File: src/rtl/atfb_pkg.sv
// ----------------------------------------------------------------------------
// atfb_pkg
// types and constants shared by the transmit frame builder
// ----------------------------------------------------------------------------
`default_nettype none

package atfb_pkg;

  localparam int unsigned DataW = 8;
  localparam int unsigned LenW  = 7;
  localparam int unsigned IdxW  = 3;

  localparam logic [7:0] FRAME_SOF   = 8'h7E;
  localparam logic [7:0] LEN_MSB     = 8'h00;
  localparam logic [7:0] LEN_BASE    = 8'h05;
  localparam logic [7:0] API_TX16    = 8'h01;
  localparam logic [7:0] CSUM_BASE   = 8'hFF;
  localparam logic [7:0] SUM_INIT    = 8'h00;

  // header byte positions
  localparam logic [IdxW-1:0] HDR_SOF    = 3'd0;
  localparam logic [IdxW-1:0] HDR_LEN_HI = 3'd1;
  localparam logic [IdxW-1:0] HDR_LEN_LO = 3'd2;
  localparam logic [IdxW-1:0] HDR_API    = 3'd3;
  localparam logic [IdxW-1:0] HDR_IDENT  = 3'd4;
  localparam logic [IdxW-1:0] HDR_DST_HI = 3'd5;
  localparam logic [IdxW-1:0] HDR_DST_LO = 3'd6;
  localparam logic [IdxW-1:0] HDR_OPTS   = 3'd7;

  // configuration register indexes
  localparam logic [1:0] CFG_DEST  = 2'd0;
  localparam logic [1:0] CFG_IDENT = 2'd1;
  localparam logic [1:0] CFG_OPTS  = 2'd2;

  localparam logic [15:0] DEST_RST  = 16'hFFFF;
  localparam logic [7:0]  IDENT_RST = 8'h00;
  localparam logic [7:0]  OPTS_RST  = 8'h01;

  typedef struct packed {
    logic [DataW-1:0] data;
    logic             first;
    logic             last;
    logic [LenW-1:0]  len;
  } entry_t;

  typedef struct packed {
    logic [15:0] dest;
    logic [7:0]  ident;
    logic [7:0]  opts;
  } cfg_t;

  typedef enum logic [1:0] {
    ST_START,
    ST_HDR,
    ST_DATA,
    ST_CSUM
  } state_e;

endpackage

`default_nettype wire

File: src/rtl/atfb_front.sv
// ----------------------------------------------------------------------------
// atfb_front
// accepts payload bytes, tracks the open frame and marks first and last bytes
// ----------------------------------------------------------------------------
`default_nettype none

module atfb_front import atfb_pkg::*; #(
  parameter int unsigned MAX_PAYLOAD = 100
) (
  input  wire logic             clk_i,
  input  wire logic             rst_ni,
  input  wire logic             accept_i,
  input  wire logic [DataW-1:0] data_byte_i,
  input  wire logic [LenW-1:0]  payload_length_i,
  output entry_t                entry_o
);

  localparam logic [LenW:0] MaxLen = (LenW + 1)'(MAX_PAYLOAD);

  logic [LenW-1:0] bytes_left_q, bytes_left_d;
  logic [LenW:0]   len_raw;
  logic [LenW:0]   len_sat;
  logic [LenW-1:0] len;

  always_comb begin
    len_raw = {1'b0, payload_length_i};
    len_sat = len_raw;
    if (len_raw == '0) begin
      len_sat = (LenW + 1)'(1);
    end
    if (len_sat > MaxLen) begin
      len_sat = MaxLen;
    end
    len = len_sat[LenW-1:0];
  end

  always_comb begin
    entry_o.data = data_byte_i;
    entry_o.len  = len;
    if (bytes_left_q == '0) begin
      entry_o.first = 1'b1;
      entry_o.last  = (len == LenW'(1));
      bytes_left_d  = len - LenW'(1);
    end else begin
      entry_o.first = 1'b0;
      entry_o.last  = (bytes_left_q == LenW'(1));
      bytes_left_d  = bytes_left_q - LenW'(1);
    end
  end

  always_ff @(posedge clk_i or negedge rst_ni) begin
    if (!rst_ni) begin
      bytes_left_q <= '0;
    end else if (accept_i) begin
      bytes_left_q <= bytes_left_d;
    end
  end

endmodule

`default_nettype wire

File: src/rtl/atfb_queue.sv
// ----------------------------------------------------------------------------
// atfb_queue
// two-entry queue between the byte classifier and the frame sequencer
// ----------------------------------------------------------------------------
`default_nettype none

module atfb_queue import atfb_pkg::*; (
  input  wire logic clk_i,
  input  wire logic rst_ni,
  input  wire logic push_i,
  input  entry_t    push_entry_i,
  output logic      full_o,
  input  wire logic pop_i,
  output logic      valid_o,
  output entry_t    head_o
);

  entry_t     mem_q [2];
  logic       wr_ptr_q, rd_ptr_q;
  logic [1:0] count_q, count_d;

  assign full_o  = (count_q == 2'd2);
  assign valid_o = (count_q != 2'd0);
  assign head_o  = mem_q[rd_ptr_q];

  always_comb begin
    count_d = count_q;
    case ({push_i, pop_i})
      2'b10:   count_d = count_q + 2'd1;
      2'b01:   count_d = count_q - 2'd1;
      default: count_d = count_q;
    endcase
  end

  always_ff @(posedge clk_i) begin
    if (push_i) begin
      mem_q[wr_ptr_q] <= push_entry_i;
    end
  end

  always_ff @(posedge clk_i or negedge rst_ni) begin
    if (!rst_ni) begin
      wr_ptr_q <= 1'b0;
      rd_ptr_q <= 1'b0;
      count_q  <= 2'd0;
    end else begin
      count_q <= count_d;
      if (push_i) begin
        wr_ptr_q <= ~wr_ptr_q;
      end
      if (pop_i) begin
        rd_ptr_q <= ~rd_ptr_q;
      end
    end
  end

endmodule

`default_nettype wire

File: src/rtl/atfb_back.sv
// ----------------------------------------------------------------------------
// atfb_back
// frame sequencer: header, payload and checksum bytes into the output register
// ----------------------------------------------------------------------------
`default_nettype none

module atfb_back import atfb_pkg::*; (
  input  wire logic             clk_i,
  input  wire logic             rst_ni,
  input  wire logic             head_valid_i,
  input  entry_t                head_i,
  output logic                  pop_o,
  input  cfg_t                  cfg_i,
  output logic                  out_valid_o,
  output logic [DataW-1:0]      out_byte_o,
  output logic                  out_end_o,
  input  wire logic             out_ready_i
);

  state_e          state_q, state_d;
  logic [IdxW-1:0] idx_q, idx_d;
  logic [7:0]      sum_q, sum_d;
  logic            out_valid_q;
  logic [7:0]      out_byte_q;
  logic            out_end_q;

  logic            adv;
  logic            emit;
  logic [7:0]      byte_c;
  logic            end_c;
  logic [7:0]      hdr_byte;

  assign adv = !out_valid_q || out_ready_i;

  always_comb begin
    case (idx_q)
      HDR_SOF:    hdr_byte = FRAME_SOF;
      HDR_LEN_HI: hdr_byte = LEN_MSB;
      HDR_LEN_LO: hdr_byte = LEN_BASE + {1'b0, head_i.len};
      HDR_API:    hdr_byte = API_TX16;
      HDR_IDENT:  hdr_byte = cfg_i.ident;
      HDR_DST_HI: hdr_byte = cfg_i.dest[15:8];
      HDR_DST_LO: hdr_byte = cfg_i.dest[7:0];
      HDR_OPTS:   hdr_byte = cfg_i.opts;
      default:    hdr_byte = FRAME_SOF;
    endcase
  end

  // next state
  always_comb begin
    state_d = state_q;
    if (adv) begin
      case (state_q)
        ST_START: begin
          if (head_valid_i) begin
            if (head_i.first) begin
              state_d = ST_HDR;
            end else if (head_i.last) begin
              state_d = ST_CSUM;
            end
          end
        end
        ST_HDR: begin
          if (idx_q == HDR_OPTS) begin
            state_d = ST_DATA;
          end
        end
        ST_DATA: begin
          state_d = head_i.last ? ST_CSUM : ST_START;
        end
        ST_CSUM: begin
          state_d = ST_START;
        end
        default: state_d = ST_START;
      endcase
    end
  end

  // outputs
  always_comb begin
    emit   = 1'b0;
    byte_c = head_i.data;
    end_c  = 1'b0;
    pop_o  = 1'b0;
    sum_d  = sum_q;
    idx_d  = idx_q;
    if (adv) begin
      case (state_q)
        ST_START: begin
          if (head_valid_i) begin
            emit = 1'b1;
            if (head_i.first) begin
              byte_c = FRAME_SOF;
              idx_d  = HDR_LEN_HI;
            end else begin
              byte_c = head_i.data;
              sum_d  = sum_q + head_i.data;
              pop_o  = !head_i.last;
            end
          end
        end
        ST_HDR: begin
          emit   = 1'b1;
          byte_c = hdr_byte;
          idx_d  = idx_q + IdxW'(1);
          if (idx_q >= HDR_API) begin
            sum_d = sum_q + hdr_byte;
          end
        end
        ST_DATA: begin
          emit   = 1'b1;
          byte_c = head_i.data;
          sum_d  = sum_q + head_i.data;
          pop_o  = !head_i.last;
        end
        ST_CSUM: begin
          emit   = 1'b1;
          byte_c = CSUM_BASE - sum_q;
          end_c  = 1'b1;
          sum_d  = SUM_INIT;
          pop_o  = 1'b1;
        end
        default: emit = 1'b0;
      endcase
    end
  end

  always_ff @(posedge clk_i or negedge rst_ni) begin
    if (!rst_ni) begin
      state_q     <= ST_START;
      idx_q       <= HDR_SOF;
      sum_q       <= SUM_INIT;
      out_valid_q <= 1'b0;
    end else begin
      state_q <= state_d;
      idx_q   <= idx_d;
      sum_q   <= sum_d;
      if (adv) begin
        out_valid_q <= emit;
      end
    end
  end

  always_ff @(posedge clk_i) begin
    if (adv && emit) begin
      out_byte_q <= byte_c;
      out_end_q  <= end_c;
    end
  end

  assign out_valid_o = out_valid_q;
  assign out_byte_o  = out_byte_q;
  assign out_end_o   = out_end_q;

endmodule

`default_nettype wire

File: src/rtl/api_tx16_frame_builder.sv
// ----------------------------------------------------------------------------
// api_tx16_frame_builder
// wraps a payload byte stream in a 16-bit address api transmit frame
//
// the slave stream takes one payload byte per beat, with the payload length
// beside it; the length is sampled on the first byte of a frame. the master
// stream gives the framed bytes one per beat: start byte, length, frame type,
// frame id, destination, options, payload, then the checksum with tlast set.
// the config channel writes destination, frame id and options by index; it
// is always ready and is meant to be written while no frame is in flight.
// an accepted byte passes through the queue, then the single output register.
// throughput is one output byte per cycle while the queue holds bytes and the
// receiver is ready; a first byte holds the sequencer also for the start byte
// and header, a last byte also for the checksum, any other byte for itself. the
// two-entry queue takes new bytes meanwhile, so input stalls only when it is full.
// a stalled receiver holds the output register and, through it, the queue.
// reset closes any open frame, empties the queue and restores the default
// registers: broadcast destination, frame id zero, options one.
// ----------------------------------------------------------------------------
`default_nettype none

module api_tx16_frame_builder import atfb_pkg::*; #(
  parameter int unsigned MAX_PAYLOAD = 100
) (
  input  wire logic        clk_i,
  input  wire logic        rst_ni,
  input  wire logic        s_axis_tvalid_i,
  output logic             s_axis_tready_o,
  input  wire logic [15:0] s_axis_tdata_i,   // data_byte[7:0], payload_length[14:8], zero
  output logic             m_axis_tvalid_o,
  input  wire logic        m_axis_tready_i,
  output logic [7:0]       m_axis_tdata_o,   // frame_byte[7:0]
  output logic             m_axis_tlast_o,
  input  wire logic        cfg_valid_i,
  output logic             cfg_ready_o,
  input  wire logic [1:0]  cfg_index_i,
  input  wire logic [15:0] cfg_data_i
);

  logic   in_accept;
  entry_t push_entry;
  entry_t head;
  logic   q_full, q_valid, q_pop;
  cfg_t   cfg_q;

  assign s_axis_tready_o = !q_full;
  assign in_accept       = s_axis_tvalid_i && s_axis_tready_o;
  assign cfg_ready_o     = 1'b1;

  always_ff @(posedge clk_i or negedge rst_ni) begin
    if (!rst_ni) begin
      cfg_q.dest  <= DEST_RST;
      cfg_q.ident <= IDENT_RST;
      cfg_q.opts  <= OPTS_RST;
    end else if (cfg_valid_i && cfg_ready_o) begin
      case (cfg_index_i)
        CFG_DEST:  cfg_q.dest  <= cfg_data_i;
        CFG_IDENT: cfg_q.ident <= cfg_data_i[7:0];
        CFG_OPTS:  cfg_q.opts  <= cfg_data_i[7:0];
        default:   cfg_q       <= cfg_q;
      endcase
    end
  end

  atfb_front #(
    .MAX_PAYLOAD(MAX_PAYLOAD)
  ) u_front (
    .clk_i           (clk_i),
    .rst_ni          (rst_ni),
    .accept_i        (in_accept),
    .data_byte_i     (s_axis_tdata_i[7:0]),
    .payload_length_i(s_axis_tdata_i[14:8]),
    .entry_o         (push_entry)
  );

  atfb_queue u_queue (
    .clk_i       (clk_i),
    .rst_ni      (rst_ni),
    .push_i      (in_accept),
    .push_entry_i(push_entry),
    .full_o      (q_full),
    .pop_i       (q_pop),
    .valid_o     (q_valid),
    .head_o      (head)
  );

  atfb_back u_back (
    .clk_i       (clk_i),
    .rst_ni      (rst_ni),
    .head_valid_i(q_valid),
    .head_i      (head),
    .pop_o       (q_pop),
    .cfg_i       (cfg_q),
    .out_valid_o (m_axis_tvalid_o),
    .out_byte_o  (m_axis_tdata_o),
    .out_end_o   (m_axis_tlast_o),
    .out_ready_i (m_axis_tready_i)
  );

  a_pop_nonempty : assert property (@(posedge clk_i) disable iff (!rst_ni)
    q_pop |-> q_valid)
    else $error("sequencer released an entry from an empty queue");

  a_pop_needs_beat : assert property (@(posedge clk_i) disable iff (!rst_ni)
    q_pop |=> m_axis_tvalid_o)
    else $error("queue entry released without an output byte");

  a_full_blocks : assert property (@(posedge clk_i) disable iff (!rst_ni)
    (q_full && !q_pop) |=> q_full)
    else $error("queue left full state without a release");

endmodule

`default_nettype wire
File: config.mk
export PLATFORM = sky130hd
export DESIGN_NAME = api_tx16_frame_builder
export DESIGN_NICKNAME = d
export VERILOG_FILES = /design/src/rtl/atfb_pkg.sv /design/src/rtl/atfb_front.sv /design/src/rtl/atfb_queue.sv /design/src/rtl/atfb_back.sv /design/src/rtl/api_tx16_frame_builder.sv
export SDC_FILE = /design/constraint.sdc
export NUM_CORES = 1
export LEC_CHECK = 0
export ABC_AREA = 1
export BUFFER_PORTS_ARGS = -buffer_cell sky130_fd_sc_hd__clkbuf_2
export CELL_PAD_IN_SITES_DETAIL_PLACEMENT = 0
export CELL_PAD_IN_SITES_GLOBAL_PLACEMENT = 1
export CORE_ASPECT_RATIO = 1.75
export CORE_UTILIZATION = 41
export CTS_CLUSTER_SIZE = 30
export DETAILED_ROUTE_END_ITERATION = 6
export GPL_ROUTABILITY_DRIVEN = 0
export PLACE_DENSITY_LB_ADDON = 0.1
export REMOVE_ABC_BUFFERS = 1
export SLEW_MARGIN = 20
export SYNTH_ARGS = -nofsm -noshare
export SYNTH_HDL_FRONTEND = slang
export SYNTH_HIERARCHICAL = 1
export SYNTH_SLANG_ARGS = --single-unit
File: constraint.sdc
create_clock -name clk_i -period 2.5 [get_ports clk_i]
set_input_delay 0.125 -clock clk_i [delete_from_list [all_inputs] [get_ports clk_i]]
set_output_delay 0.125 -clock clk_i [all_outputs]
set_load 0.01 [all_outputs]
==> metrics.txt, run 1 <==
outcome finished with violations; failing checks negative setup slack; DRC viols 0; IO Count 51; syn avg cell area 8.541 um2; Fillers 1308; remaining global-route overflow 0; clock slew at reported path FFs 0.08 ns; Design Area, Final 0.007584 mm2; nets 862; Data required, critical path 2.78 ns; Die W 91.97 um; total die area 0.01466 mm2; worst skew pair latency 0.35 ns; clock sinks 100; clk buf depth 2; synthesized flop and latch total 100; largest family of logic cells by synthesized area simple AND/OR/NAND/NOR gates; fin cells 984; synthesized cell area 0.005808 mm2; Synth area leader edfxtp_1; initial antenna violation count 0; crit-path max FO 7; via count 4874; total CTS buffers 9; post-synthesis compound-gate area fraction 10.69%; Area growth syn-to-layout 30.57%; Final Skew 0.01120 ns; Std-Cell Core Area 0.01384 mm2; crit path DAT 2.90 ns; Max-Cap Viols 0; average wire per standard cell 15.00 um; First DRT Iteration DRCs 174; largest net degree at the start of global routing 37; Main synth FF type edfxtp_1; crit share post-route 104.8%; CP Class flip-flop to flip-flop; top cells by count, synth nand2_1 (202), inv_1 (88), nand3_1 (54), edfxtp_1 (43), dfrtp_1 (40); hold crit path type input pin to flip-flop; Ys Warns 6; Critical Path Source Type flip-flop; Adder-Cell Fraction of Synth Area 4.653%; Die Height 159.5 um; Diodes inserted 0; Netlist cell types 46; row cnt 57; max-slew violation count 0; Post-Syn Instances 680; DRT antenna net count 0; CTS Root Cell clkbuf_16; Max rail drop VDD 0.4296 mV; final wirelength 14760 um; starting density of the core 41.98%; pre-CTS setup slack -0.5321 ns; most frequent cell after synthesis nand2_1; Slew HR 48.63%; Synth Area in XOR/XNOR 1.508%; Final WS setup -0.1198 ns; Simple-Gate Fraction of Synth Area 25.66%; Final setup viols 5; Crit. End Element flip-flop; P per Cell Area 1248 mW/mm2; CTS tree done; Post-DP Area 0.006425 mm2; vias in the first global route 4923; Max Freq 0.3817 GHz; gr usage total 20.99%; fin crit period 2.620 ns; RSZ-0062 raised after global routing yes; drt pass-1 iters 6; post-DP HPWL 11010 um; Port Buf Inserts 48; Async SR Flop Fraction 57.00%; Fin. Hold Viols 0; LEAKAGE 0.003589 uW; multiplexer area fraction after synthesis 0%; top cells by area, synth edfxtp_1 (22%), dfrtp_1 (17%), nand2_1 (13%); Util after Layout 54.81%; Multi-input gate area 0.002882 mm2; number of flops mapped to enable cells by yosys 43; final setup TNS -0.3730 ns; share of the synthesized area in the top cell type 22.23%; H-tree Lvls 3; first-pass GRT wire length 23880 um; register area 0.002744 mm2; Seq/Total Area, Yosys 47.16%; layout cells sized above 1 34.94%; Worst-Margin Slew 0.7705 ns; Placed Cells 929; Via-to-Cell Ratio 4.953
-- where the power goes --
part,switching (uW),leakage (uW),total [uW],internal [uW]
registers,361,0.00107,2690,2330
clock network,678,0.000153,1480,804
logic,2870,0.00236,5290,2420
total,3900,0.00359,9460,5560
-- metal layers --
layer | vias up | global-route usage (%) | share of wire [%]
li1 | 2476 | - | -
met1 | 2289 | 22.31 | 37
met2 | 76 | 40.06 | 57
met3 | 33 | 3.295 | 2.5
met4 | 0 | 8.665 | 3.5
met5 | - | 0 | 0
-- cell type report --
type                            count  area share (%)
Multi-Input combinational cell    457           38.00
Tap cell                          177           2.920
Inverter                           97           4.867
Clock inverter                      7           1.237
Sequential cell                   100           36.18
Clock buffer                        9           2.970
Timing Repair Buffer              137           13.83
-- registers in the layout (all words and copies together), names as in the netlist --
name,flops
cfg_q,32
u_back/idx_q,3
u_back/out_byte_o,8
u_back/out_end_o,1
u_back/out_valid_o,1
u_back/state_q,2
u_back/sum_q,8
u_front/bytes_left_q,7
u_queue/count_q,2
u_queue/mem_q,34
u_queue/rd_ptr_q,1
u_queue/wr_ptr_q,1
-- cells by family after synthesis --
family / Yosys count
xor gates and xnor gates: 10
adders and majority gates: 21
AOI/OAI and AO/OA: 94
buffers and inverters: 123
DFF: 100
and+or+nand+nor: 331
other: 1
-- per-stage QoR --
stage	power [uW]	hold WS [ns]
floorplan	5147	-0.1706
global placement	6615	0.1979
detailed placement	6706	0.2056
CTS	8882	0.004103
global route	10140	0.02041
finish	9463	0.009672
-- path summary, 6_finish.rpt --
path | start | endpoint | slack (ns) | cells past startpoint
max | u_queue/rd_ptr_q$_DFFE_PN0P_ | u_back/sum_q[6]$_DFFE_PN0P_ | -0.12 | 18
min | cfg_data_i[7] | cfg_q[23]$_DFFE_PN1P_ | 0.01 | 3
max reg2reg | u_queue/rd_ptr_q$_DFFE_PN0P_ | u_back/sum_q[6]$_DFFE_PN0P_ | -0.12 | 18
min reg2reg | cfg_q[28]$_DFFE_PN1P_ | cfg_q[28]$_DFFE_PN1P_ | 0.47 | 2
max in group asynchronous | rst_ni | cfg_q[17]$_DFFE_PN1P_ | 1.45 | 3
min in group asynchronous | rst_ni | u_back/sum_q[4]$_DFFE_PN0P_ | 0.35 | 2
-- placed cells by master (no fill, tap or decap), types with 13 or more instances in the layout --
cell type      instances
dfstp_2               17
o21ai_0               19
nand3_1               49
clkbuf_2              48
nand2_1              180
dlygate4sd3_1         18
inv_1                 82
inv_2                 13
nor2_1                24
nand2_2               21
buf_4                 62
dfrtp_1               36
nand4_1               24
o21ai_2               21
edfxtp_1              43
-- critical path, cell delays in order (launching register included) --
cell	delay [ns]
dfrtp_2	0.50
buf_12	0.17
nand2_1	0.10
o21ai_4	0.09
buf_12	0.13
or2_4	0.24
nand3_2	0.07
nand3_1	0.07
nand2_1	0.13
o21ai_2	0.09
ha_4	0.29
nand2_1	0.06
o21ai_2	0.16
nand2_1	0.07
nand2_1	0.06
nand2_2	0.07
nand3_2	0.06
nand2_2	0.05
o21ai_2	0.13
-- repair_timing --
item,CTS,global route
buffers inserted,12,8
hold endpoints to repair,43,0
resized for setup,73,49
endpoints found under the setup margin,6,9
hold buffers,18,0
gates cloned,1,1
pin swaps,18,46
Power figures use the tool's default switching activity.
==> inputs of run 2 (changes only) <==
- PLACE_DENSITY: unset -> 0.78
- PLACE_DENSITY_LB_ADDON: 0.1 -> unset
==> run 2 against run 1 <==
Effect of this change:
- clock skew shrank 0.0031 ns
- die area is the same
- critical endpoint unchanged
- the run still ends with negative setup slack left
- combinational power shrank 9.8%
- highest routed layer unchanged
- clock power shrank 3%
- via count grew 2.0%
==> metrics.txt, run 2 (synthesis gave the netlist of run 1 again) <==
DRC viols 0 (unchanged); most frequent CP cell nand2_2; initial antenna violation count 0 (unchanged); first-pass GRT wire length 24490 um (+2.5%); Biggest register u_queue/mem_q; fin crit period 2.660 ns (+0.03981 ns); Final WS setup -0.1596 ns (-0.03981 ns); largest net degree at the start of global routing 36 (-2.7%); post-DP HPWL 11290 um (+2.5%); Max rail drop VDD 0.4474 mV (+4.1%); crit path DAT 2.93 ns (+0.03 ns); Diodes inserted 0 (unchanged); final setup TNS -0.6457 ns (-0.2727 ns); Slowest-stage cell, CP dfrtp_2; register area 0.002744 mm2 (unchanged); Fillers 1310 (+0.15%); Reg2Reg Launch Point u_back/idx_q[1]$_DFFE_PN0P_; RSZ-0062 raised after global routing yes; Area growth syn-to-layout 26.07%; CTS tree done; GR Util met3 3.295% (unchanged); worst skew pair latency 0.34 ns (about the same); final wirelength 14860 um (+0.70%); sw power 3661 uW (-6.2%); met2 usage 41.01% (+0.95 points); P per Cell Area 1211 mW/mm2 (-3.0%); outcome finished with violations; Net Sw Frac 41.30% (about the same); average wire per standard cell 15.22 um (+1.5%); crit-path max FO 4 (-3); CTS Root Cell clkbuf_16; pre-CTS setup slack -0.4972 ns (+0.03487 ns); Reg power frac 30.0% (+1.6 points); Die Height 159.5 um (unchanged); gr usage total 21.52% (+0.52 points); Worst-Margin Slew 0.7917 ns (+0.02114 ns); Via-to-Cell Ratio 5.092 (+2.8%); drt pass-1 iters 7 (+1); First DRT Iteration DRCs 184 (+5.7%); remaining global-route overflow 0 (unchanged); IO Count 51 (unchanged); Crit. End Element flip-flop; fin cells 976 (-0.81%); Std-Cell Core Area 0.01384 mm2 (unchanged); clk buf depth 2 (unchanged); met1 Track Usage GR 21.95% (-0.36 points); total power draw 8864 uW (-6.3%); Multi-input gate area 0.002765 mm2 (-4.0%); clock sinks 100 (unchanged); Placed Cells 933 (+0.43%); combinational power share 53.9% (-2.0 points); Worst Setup SP u_back/idx_q[1]$_DFFE_PN0P_; most common cell after layout, fill and taps aside nand2_1; max reg flops 34 (unchanged); LEAKAGE 0.003515 uW (-2.1%); hold crit path type input pin to flip-flop; crit share post-route 106.4% (+1.6 points); DRT antenna net count 0 (unchanged); H-tree Lvls 3 (unchanged); Int Pwr 5203 uW (-6.4%); failing checks negative setup slack; Slew HR 47.22% (-1.4 points); starting density of the core 41.98% (unchanged); layout cells sized above 1 32.29% (-2.7 points); clock slew at reported path FFs 0.07 ns (about the same); Die W 91.97 um (unchanged); total die area 0.01466 mm2 (unchanged); Max-Cap Viols 0 (unchanged); Port Buf Inserts 48 (unchanged); CP Class flip-flop to flip-flop; Critical Path Source Type flip-flop; Data required, critical path 2.77 ns (about the same); Worst Hold Launch cfg_data_i[7]; via count 4970 (+2.0%); max-slew violation count 0 (unchanged); Final Skew 0.008124 ns (-0.003074 ns); Top Registers u_queue/mem_q x34, cfg_q x32; Fin. Hold Viols 0 (unchanged); row cnt 57 (unchanged); Final setup viols 6 (+1); Max Freq 0.3760 GHz (-1.5%); grt peak-use layer met2; clock network power share 16.2% (+0.5 points); vias in the first global route 5130 (+4.2%); crit path cell chain ha_4 -> buf_6 -> ha_4 -> inv_2 -> nand2_2 -> a21oi_2 -> nand4_1 -> nand2_2 -> o21ai_2 -> ha_2 -> inv_2 -> fa_2 -> o21ai_2 -> nand2_1 -> nand2_1 -> nand2_2 -> nand3_2 -> nand2_2 -> o21ai_2; total CTS buffers 9 (unchanged); max incr delay on CP 0.44 ns (-0.06 ns); nets 854 (-0.93%); commonest non-fill, non-tap cells in the layout nand2_1 (184), inv_1 (78), buf_4 (59)
## run 2: cell count changes in the layout (fill, tap and decap cells not counted), moves of 3 or more
cell	delta
buf_4	-3
inv_2	+4
inv_1	-4
nand2_1	+4
ha_1	+4
o21ai_0	+4
o21ai_4	-4
ha_4	-4
nand2_2	-5
## run 2: worst paths after layout
check | to | slack, ns | depth (start not counted)
min in group asynchronous | u_front/bytes_left_q[3]$_DFFE_PN0P_ | 0.29 | 2
max | u_back/sum_q[6]$_DFFE_PN0P_ | -0.16 | 19
max in group asynchronous | cfg_q[25]$_DFFE_PN1P_ | 1.40 | 3
min | cfg_q[23]$_DFFE_PN1P_ | 0.01 | 3
min reg2reg | cfg_q[31]$_DFFE_PN1P_ | 0.47 | 2
max reg2reg | u_back/sum_q[6]$_DFFE_PN0P_ | -0.16 | 19
## run 2: layout make-up
cell class	instances	area share, %
Clock buffer	12	3.520
Clock inverter	4	0.6494
Inverter	97	5.041
Multi-Input combinational cell	457	37.76
Sequential cell	100	37.47
Tap cell	177	3.025
Timing Repair Buffer	129	12.53
## run 2: repair_timing
action                                 4_1_cts  5_1_grt
setup endpoints to repair                    6        7
pin swaps                                   39       21
endpoints found under the hold margin       37        1
buffers inserted                             7        4
gates resized for setup                     83       18
hold buffers                                17        1
## run 2: worst max-delay path, delay by kind of cell, from the launching register on
kind | cells | cell delay (ns)
simple gates | 8 | 0.58
buf+inv | 3 | 0.20
compound gates | 4 | 0.47
flops | 1 | 0.44
fa+ha+maj | 4 | 0.88
## run 2: power groups by stage
stage               clock, uW  sequential (uW)  combinational (uW)
finish                   1430             2660                4770
floorplan                   0             2700                2450
CTS                      1460             2650                4570
global route             1530             2710                5280
detailed placement          0             2640                4090
global placement            0             2630                3970
## run 2: metal layers
layer / vias up / wire [um] / part of all wire [%]
met3: 37 / 423 / 2.8
met1: 2366 / 5494 / 37
met2: 115 / 8273 / 56
met5: - / 0 / 0
met4: 0 / 667 / 4.5
li1: 2452 / - / -
## run 2: stage by stage
step           hold WS (ns)  utilization (%)  area, um2
2_1_floorplan       -0.1706                -       5575
3_3_place_gp         0.1299            46.56       6442
3_5_place_dp         0.1335            46.56       6442
4_1_cts           0.0005448            52.22       7224
5_1_grt             0.02159            52.92       7322
6_report            0.01213            52.92       7322
